## src/rtl/assert_macros.svh

```systemverilog
// assertion macros shared by the rtl
// no dependencies
`ifndef ASSERT_MACROS_SVH
`define ASSERT_MACROS_SVH

// property must hold at every clock edge outside reset
`define ASSERT_CLK(label, prop, msg) \
  label: assert property (@(posedge clk) disable iff (rst) (prop)) else $error(msg);

// condition must never be seen outside reset
`define ASSERT_NEVER(label, cond, msg) \
  label: assert property (@(posedge clk) disable iff (rst) !(cond)) else $error(msg);

`endif

```

## src/rtl/pcc_pkg.sv

```systemverilog
// types, constants and term set tables for the polynomial colour correction
// no dependencies
package pcc_pkg;

  localparam int TERM_COUNT    = 35;
  localparam int MAX_TERMS_DEF = 35;
  localparam int CH_W          = 16;
  localparam int TERM_W        = 17;
  localparam int COEF_W        = 24;
  localparam int ACC_W         = 48;
  localparam int MODE_W        = 4;
  localparam int POS_W         = 6;

  localparam logic [TERM_W-1:0] ONE_Q16  = TERM_W'(65536);
  localparam logic [POS_W-1:0]  NO_TERM  = 6'd63;
  localparam logic [MODE_W-1:0] MODE_MAX = 4'd13;

  typedef struct packed {
    logic                     valid;
    logic                     pix;   // 1 pixel, 0 coefficient write
    logic                     wen;   // write lands inside the store
    logic [POS_W-1:0]         wpos;
    logic [1:0]               wch;
    logic signed [COEF_W-1:0] wval;
  } ctl_t;

  typedef logic [TERM_COUNT-1:0][TERM_W-1:0] term_vec_t;
  typedef logic [2:0][ACC_W-1:0] acc_vec_t;

  function automatic logic [POS_W-1:0] set_len(input logic [MODE_W-1:0] mode);
    logic [POS_W-1:0] n;
    unique case (mode)
      4'd0:    n = 6'd3;
      4'd1:    n = 6'd4;
      4'd2:    n = 6'd5;
      4'd3:    n = 6'd7;
      4'd4:    n = 6'd8;
      4'd5:    n = 6'd10;
      4'd6:    n = 6'd11;
      4'd7:    n = 6'd14;
      4'd8:    n = 6'd16;
      4'd9:    n = 6'd17;
      4'd10:   n = 6'd19;
      4'd11:   n = 6'd20;
      4'd12:   n = 6'd22;
      default: n = 6'd35;
    endcase
    return n;
  endfunction

  // term index used at a position of the chosen set, NO_TERM past its end
  function automatic logic [POS_W-1:0] set_term(input logic [MODE_W-1:0] mode,
                                                input logic [POS_W-1:0]  pos);
    logic [MODE_W-1:0] m;
    logic [POS_W-1:0]  pre;
    logic [POS_W-1:0]  j;
    logic [POS_W-1:0]  k;
    m = (mode > MODE_MAX) ? MODE_MAX : mode;
    unique case (m)
      4'd0, 4'd1, 4'd2: pre = 6'd3;
      4'd3, 4'd4:       pre = 6'd6;
      4'd5:             pre = 6'd9;
      4'd6, 4'd7:       pre = 6'd10;
      4'd8, 4'd9:       pre = 6'd13;
      4'd10, 4'd11, 4'd12: pre = 6'd19;
      default:          pre = 6'd35;
    endcase
    j = pos - pre;
    if (pos >= set_len(m)) begin
      k = NO_TERM;
    end else if (pos < pre) begin
      k = pos;
    end else begin
      unique case (m)
        4'd2, 4'd4:       k = (j == 6'd0) ? 6'd9 : 6'd34;
        4'd7, 4'd8, 4'd9: k = (j < 6'd3) ? 6'd16 + j : 6'd34;
        4'd12:            k = 6'd25 + j;
        default:          k = 6'd34;
      endcase
    end
    return k;
  endfunction

endpackage

```

## src/rtl/pcc_cell.sv

```systemverilog
// one chain cell: holds the three coefficients of one term position
// and adds its weighted term to the passing sums; depends on pcc_pkg
module pcc_cell #(
  parameter int N   = pcc_pkg::MAX_TERMS_DEF,
  parameter int IDX = 0
) (
  input  logic                                 clk,
  input  logic                                 rst,
  input  logic                                 en,
  input  pcc_pkg::ctl_t                        ctl_in,
  input  logic [N-1:0][pcc_pkg::TERM_W-1:0]    terms_in,
  input  pcc_pkg::acc_vec_t                    acc_in,
  output pcc_pkg::ctl_t                        ctl_out,
  output logic [N-1:0][pcc_pkg::TERM_W-1:0]    terms_out,
  output pcc_pkg::acc_vec_t                    acc_out
);
  import pcc_pkg::*;

  localparam int PROD_W = TERM_W + 1 + COEF_W;

  logic signed [COEF_W-1:0] coef [3];
  logic signed [PROD_W-1:0] prod [3];
  logic                     hit;

  assign hit = ctl_in.valid && !ctl_in.pix && ctl_in.wen &&
               (ctl_in.wpos == POS_W'(IDX));

  always_comb begin
    for (int c = 0; c < 3; c++) begin
      prod[c] = $signed({1'b0, terms_in[IDX]}) * coef[c];
    end
  end

  always_ff @(posedge clk) begin
    if (rst) begin
      ctl_out <= '0;
    end else if (en) begin
      ctl_out <= ctl_in;
    end
  end

  // a write reaches this cell in stream order with the pixels
  always_ff @(posedge clk) begin
    if (en && hit) begin
      coef[ctl_in.wch] <= ctl_in.wval;
    end
  end

  always_ff @(posedge clk) begin
    if (en) begin
      terms_out <= terms_in;
      for (int c = 0; c < 3; c++) begin
        acc_out[c] <= $signed(acc_in[c]) + ACC_W'(prod[c]);
      end
    end
  end

endmodule

```

## config.mk

```make
export PLATFORM = sky130hd
export DESIGN_NAME = pcc_cell
export DESIGN_NICKNAME = d
export VERILOG_FILES = /design/src/rtl/assert_macros.svh /design/src/rtl/pcc_pkg.sv /design/src/rtl/pcc_cell.sv
export SDC_FILE = /design/constraint.sdc
export NUM_CORES = 2
export LEC_CHECK = 0
export BUFFER_PORTS_ARGS = -buffer_cell sky130_fd_sc_hd__buf_2
export CORE_AREA = 8 8 590 592
export DETAILED_ROUTE_END_ITERATION = 8
export DIE_AREA = 0 0 598 600
export PLACE_DENSITY = 0.38
export SYNTH_ARGS = -nofsm -noshare
export SYNTH_HDL_FRONTEND = slang
export SYNTH_SLANG_ARGS = --single-unit
```

## constraint.sdc

```tcl
create_clock -name clk -period 9.05 [get_ports clk]
set_input_delay 0.4525 -clock clk [delete_from_list [all_inputs] [get_ports clk]]
set_output_delay 0.4525 -clock clk [all_outputs]
set_load 0.005 [all_outputs]
```

# Word level (Yosys, flattened, before mapping)
# Memory sizes are Yosys's and may differ from the RTL's.
# Index checks and enable logic that the tools add are counted.
# op_classes
n_addsub	3
multipliers	3
muxes	2
n_reduce_logical	6
# ops
cell	count
$add 48x42->48	3
$mul 18x24->42	3
$logic_not 6->1	1
$logic_and 1x1->1	4
$mux 1	2
$logic_not 1->1	1
# totals
regBits	774
ram_bits	72
out_inout_bits	774
word_cells	59
n_memories	1
# memory_table
name	words	width	read_ports	rd_ports_with_merged_regs	wr	line	text
coef	3	24	3	0	1	pcc_cell.sv:21	logic signed [COEF_W-1:0] coef [3];

# Logic depth before layout (Yosys ltp)
# logic_depth
word_depth	7
mapped_depth	27
mapped_depth_nobuf	25

# Least setup slack after synthesis
# No wires, ideal clock.
# synth_path
path_kind	input to register
startpoint	input terms_in[3] (netlist name)
endpoint	register acc_out[93] (netlist name), data pin
setup_time_ns	0.136
t_arrival_ns	6.749
slack_ns	2.165
stages	22
path_buffers	3
path_cell_list	clkbuf_1 -> clkbuf_1 -> nand2_1 -> fa_1 -> fa_1 -> inv_1 -> fa_1 -> fa_1 -> fa_1 -> inv_1 -> fa_1 -> inv_1 -> ha_1 -> clkbuf_1 -> nand3_1 -> a21oi_2 -> a2111oi_4 -> o21ai_1 -> a221oi_2 -> o21ai_2 -> or4_1 -> nand3_1
# synth_between
elab_chain_len	2
# synth_lines
item	line	text
start: declaration	pcc_cell.sv:11	input logic [N-1:0][pcc_pkg::TERM_W-1:0] terms_in,
$mul 18x24->42	pcc_cell.sv:30	prod[c] = $signed({1'b0, terms_in[IDX]}) * coef[c];
$add 48x42->48	pcc_cell.sv:53	acc_out[c] <= $signed(acc_in[c]) + ACC_W'(prod[c]);
end signal: indexed assignment	pcc_cell.sv:53	
end: declaration	pcc_cell.sv:15	output pcc_pkg::acc_vec_t acc_out
# Every way passes these cells.
# A chain may end at the register's enable or synchronous reset.

==> impl_metrics.py <==
metrics = {
    "logic_synthesis": {
        "avgSynthCellArea_sq_um": 11.4,
        "synthTopCellsByArea": "fa_1 (36%), edfxtp_1 (31%), inv_1 (8.9%)",
        "synth-edff-count": 811,
        "ys_top_cells_by_count": "inv_1 (1840), fa_1 (1398), and2_1 (814)",
        "netlist_instances": 6860,
        "synth.distinct_cells": 69,
        "synth_top_cell_area_share_pct": 35.9,
        "synth_ff_type": "edfxtp_1",
        "async_flop_share_pct": 0,
        "synth_most_common_cell": "inv_1",
        "synth.net_count": 9392,
        "ys_seq_elements": 846,
        "syn_area_sq_mm": 0.0780,
        "yosys.area.top_type": "fa_1",
        "ys_seq_area_share_pct": 32.1,
        "yosys_warnings": 0,
    },
    "clock_network": {
        "cts.sinks": 846,
        "cts_max_level": 3,
        "path_clk_slew_ns": 0.06,
        "insertion_delay_ns": 0.90,
        "cts_root_buf": "clkbuf_16",
        "cts_buffers": 120,
        "cts_tree": "yes",
        "clock_path_buffers": 4,
    },
    "pwr": {
        "max-vdd-ir-drop_mv": 0.507,
        "finalPower_mw": 39.2,
        "cellPowerDensity_mw_per_mm2": 387,
        "power_leakage_nw": 48.0,
    },
    "flow_run": {
        "maxCapViolations": 0,
    },
    "worst_setup_path": {
        "cp-endpoint": "acc_out[143]",
        "startpoint": "coef[2][10]",
        "path_cells": "and2_1, fa_1, fa_1, inv_1, fa_1, inv_1, fa_1, inv_1, fa_1, fa_1, inv_1, ha_1, a21o_1, a311oi_1, o21bai_1, o31ai_1, a31oi_1, o21ai_1, o22ai_1, a31o_2, a21oi_1, xnor2_1",
        "r2r_cells": 22,
        "path_class": "flop to flop",
        "cp-end-kind": "flop",
        "rr_startpoint": "coef[2][10]",
        "r2r-end": "acc_out[143]",
        "crit_arrival_ns": 8.77,
        "regToRegSetupSlack_ns": 0.83,
        "cp.required_ns": 9.60,
        "max_stage_delay_ns": 0.79,
        "cp_max_fo": 17,
        "crit_path_start_kind": "flop",
        "slowest_stage": "o31ai_1",
        "critPathMostFrequentCell": "fa_1",
    },
    "routing": {
        "wire_per_inst_um": 34.2,
        "ant_nets": 0,
        "post_drt_via_cell_ratio": 4.39,
        "num_vias": 60083,
        "drt_first_pass_iters": 5,
        "drcViolationCount": 0,
        "totalWireLength_um": 468000,
        "drtIter0Drc": 5049,
    },
    "global_route": {
        "grt_usage_pct": 25.5,
        "grt_pass1_vias": 62209,
        "antenna_found_initial": 265,
        "grt_max_degree": 129,
        "grt_overflow": 0,
        "grt_pass1_wl_um": 608000,
    },
    "die": {
        "core-area_sq_mm": 0.338,
        "initial_core_util_pct": 23.1,
        "rows": 214,
        "ios": 1551,
        "die_y_um": 600,
        "die_area_sq_mm": 0.359,
        "die_x_um": 598,
    },
    "sta": {
        "rsz0062_at_grt": "false",
        "finalHoldViolations": 0,
        "slew_headroom_pct": 29.2,
        "drv_slew": 0,
        "setup_tns_ns": 0,
        "layout_setup_ws_ns": 0.830,
        "skew_ns": 0.104,
        "min_period_over_period_pct": 90.8,
        "finalSetupViolations": 0,
        "timing.fmax_ghz": 0.122,
        "period_needed_ns": 8.22,
        "tightest_slew_ns": 1.06,
    },
    "layout": {
        "drive_above_1_share_pct": 20.0,
        "fin_area_sq_mm": 0.101,
        "syn_to_final_growth_pct": 29.9,
        "nets": 11500,
        "final_cells": 13683,
    },
    "placed_design": {
        "gp_congestion": 1.15,
        "dp_hpwl_um": 404000,
        "dp.cells": 12762,
        "placed_area_sq_mm": 0.0912,
        "port_buffers": 1550,
        "pre_cts_ws_ns": 0.764,
    },
    "min_path": {
        "hold_start": "ctl_in[10]",
        "min_path_type": "input pin to flop",
    },
    "status": {
        "status": "complete, no violations",
    },
}
-- cell families after synthesis --
kind of cell / synth area share (%)
XOR/XNOR: 1.57
AO/OA/AOI/OAI: 3.79
AND/OR/NAND/NOR: 10.4
adder cells (fa/ha/maj): 41.6
multiplexers: 0.475
buffers and inverters: 10.1
flip-flops: 32.1
-- worst min-delay path by stage --
stage | cells past startpoint | slack, ns | to
3_3_place_gp | 2 | 0.47 | ctl_out[33]
2_1_floorplan | 2 | 0.49 | ctl_out[23]
4_1_cts | 1 | 0.001 | coef[2][11]
5_1_grt | 1 | 0.0009 | coef[2][10]
6_report | 1 | 0.09 | coef[2][10]
3_5_place_dp | 2 | 0.48 | ctl_out[6]
-- cells in the final DEF (no fill, tap or decap), types with 63 or more instances in the layout --
cell type	netlist	routed
inv_1	1840	1840
buf_2	1	1537
fa_1	1398	1398
and2_1	814	814
edfxtp_1	811	811
dlygate4sd3_1	0	620
nand2_1	498	498
ha_1	357	357
a21oi_1	156	156
clkbuf_16	0	120
nor2_1	107	107
xnor2_1	96	96
diode_2	0	88
a21o_1	87	87
buf_4	0	74
o21ai_0	63	63
-- final cells by class --
class	instances	area [sq um]
well taps	4536	5680
fillers	35633	237000
repair buffers	2238	14600
clock buffers	146	3110
clock inverters	67	704
flip-flops and latches	846	25100
inverters	1840	6910
diodes	88	220
multi-input cells	3922	45100
-- worst max-delay path, delay by kind of cell, from the launching register on --
family	cells	cell delay (ns)
adder cells (fa/ha/maj)	7	3.37
AO/OA/AOI/OAI	9	3.24
flip-flops	1	0.69
AND/OR/NAND/NOR	1	0.32
buffers and inverters	4	0.19
XOR/XNOR	1	0.08
-- registers in the layout (all words and copies together) (netlist names) --
register and count:
acc_out 144, coef 72, ctl_out 35, terms_out 595
-- per-layer routing --
layer	track usage (%)	share of wire [%]
met1	34.7	44
met2	37.8	43
met3	10.2	11
met4	5.96	2.8
met5	0.370	0.15
-- where the power goes --
part / total [mW] / switching [mW] / internal (mW)
Clock: 4.83 / 2.09 / 2.75
Sequential: 6.45 / 0.292 / 6.16
Combinational: 27.9 / 17.2 / 10.8
-- timing repair --
| item | CTS | global route |
|---|---|---|
| hold buffers | 619 | 1 |
| gates resized for setup | 0 | 0 |
| hold endpoints to repair | 671 | 1 |
| setup buffers | 0 | 0 |
-- per-stage QoR --
step	hold WS, ns	util [%]
finish	0.0929	30.0
CTS	0.00117	29.9
global placement	0.472	26.9
detailed placement	0.479	26.9
floorplan	0.485	-
global route	0.000916	29.9
No activity file was read; power rests on OpenSTA's default activity.
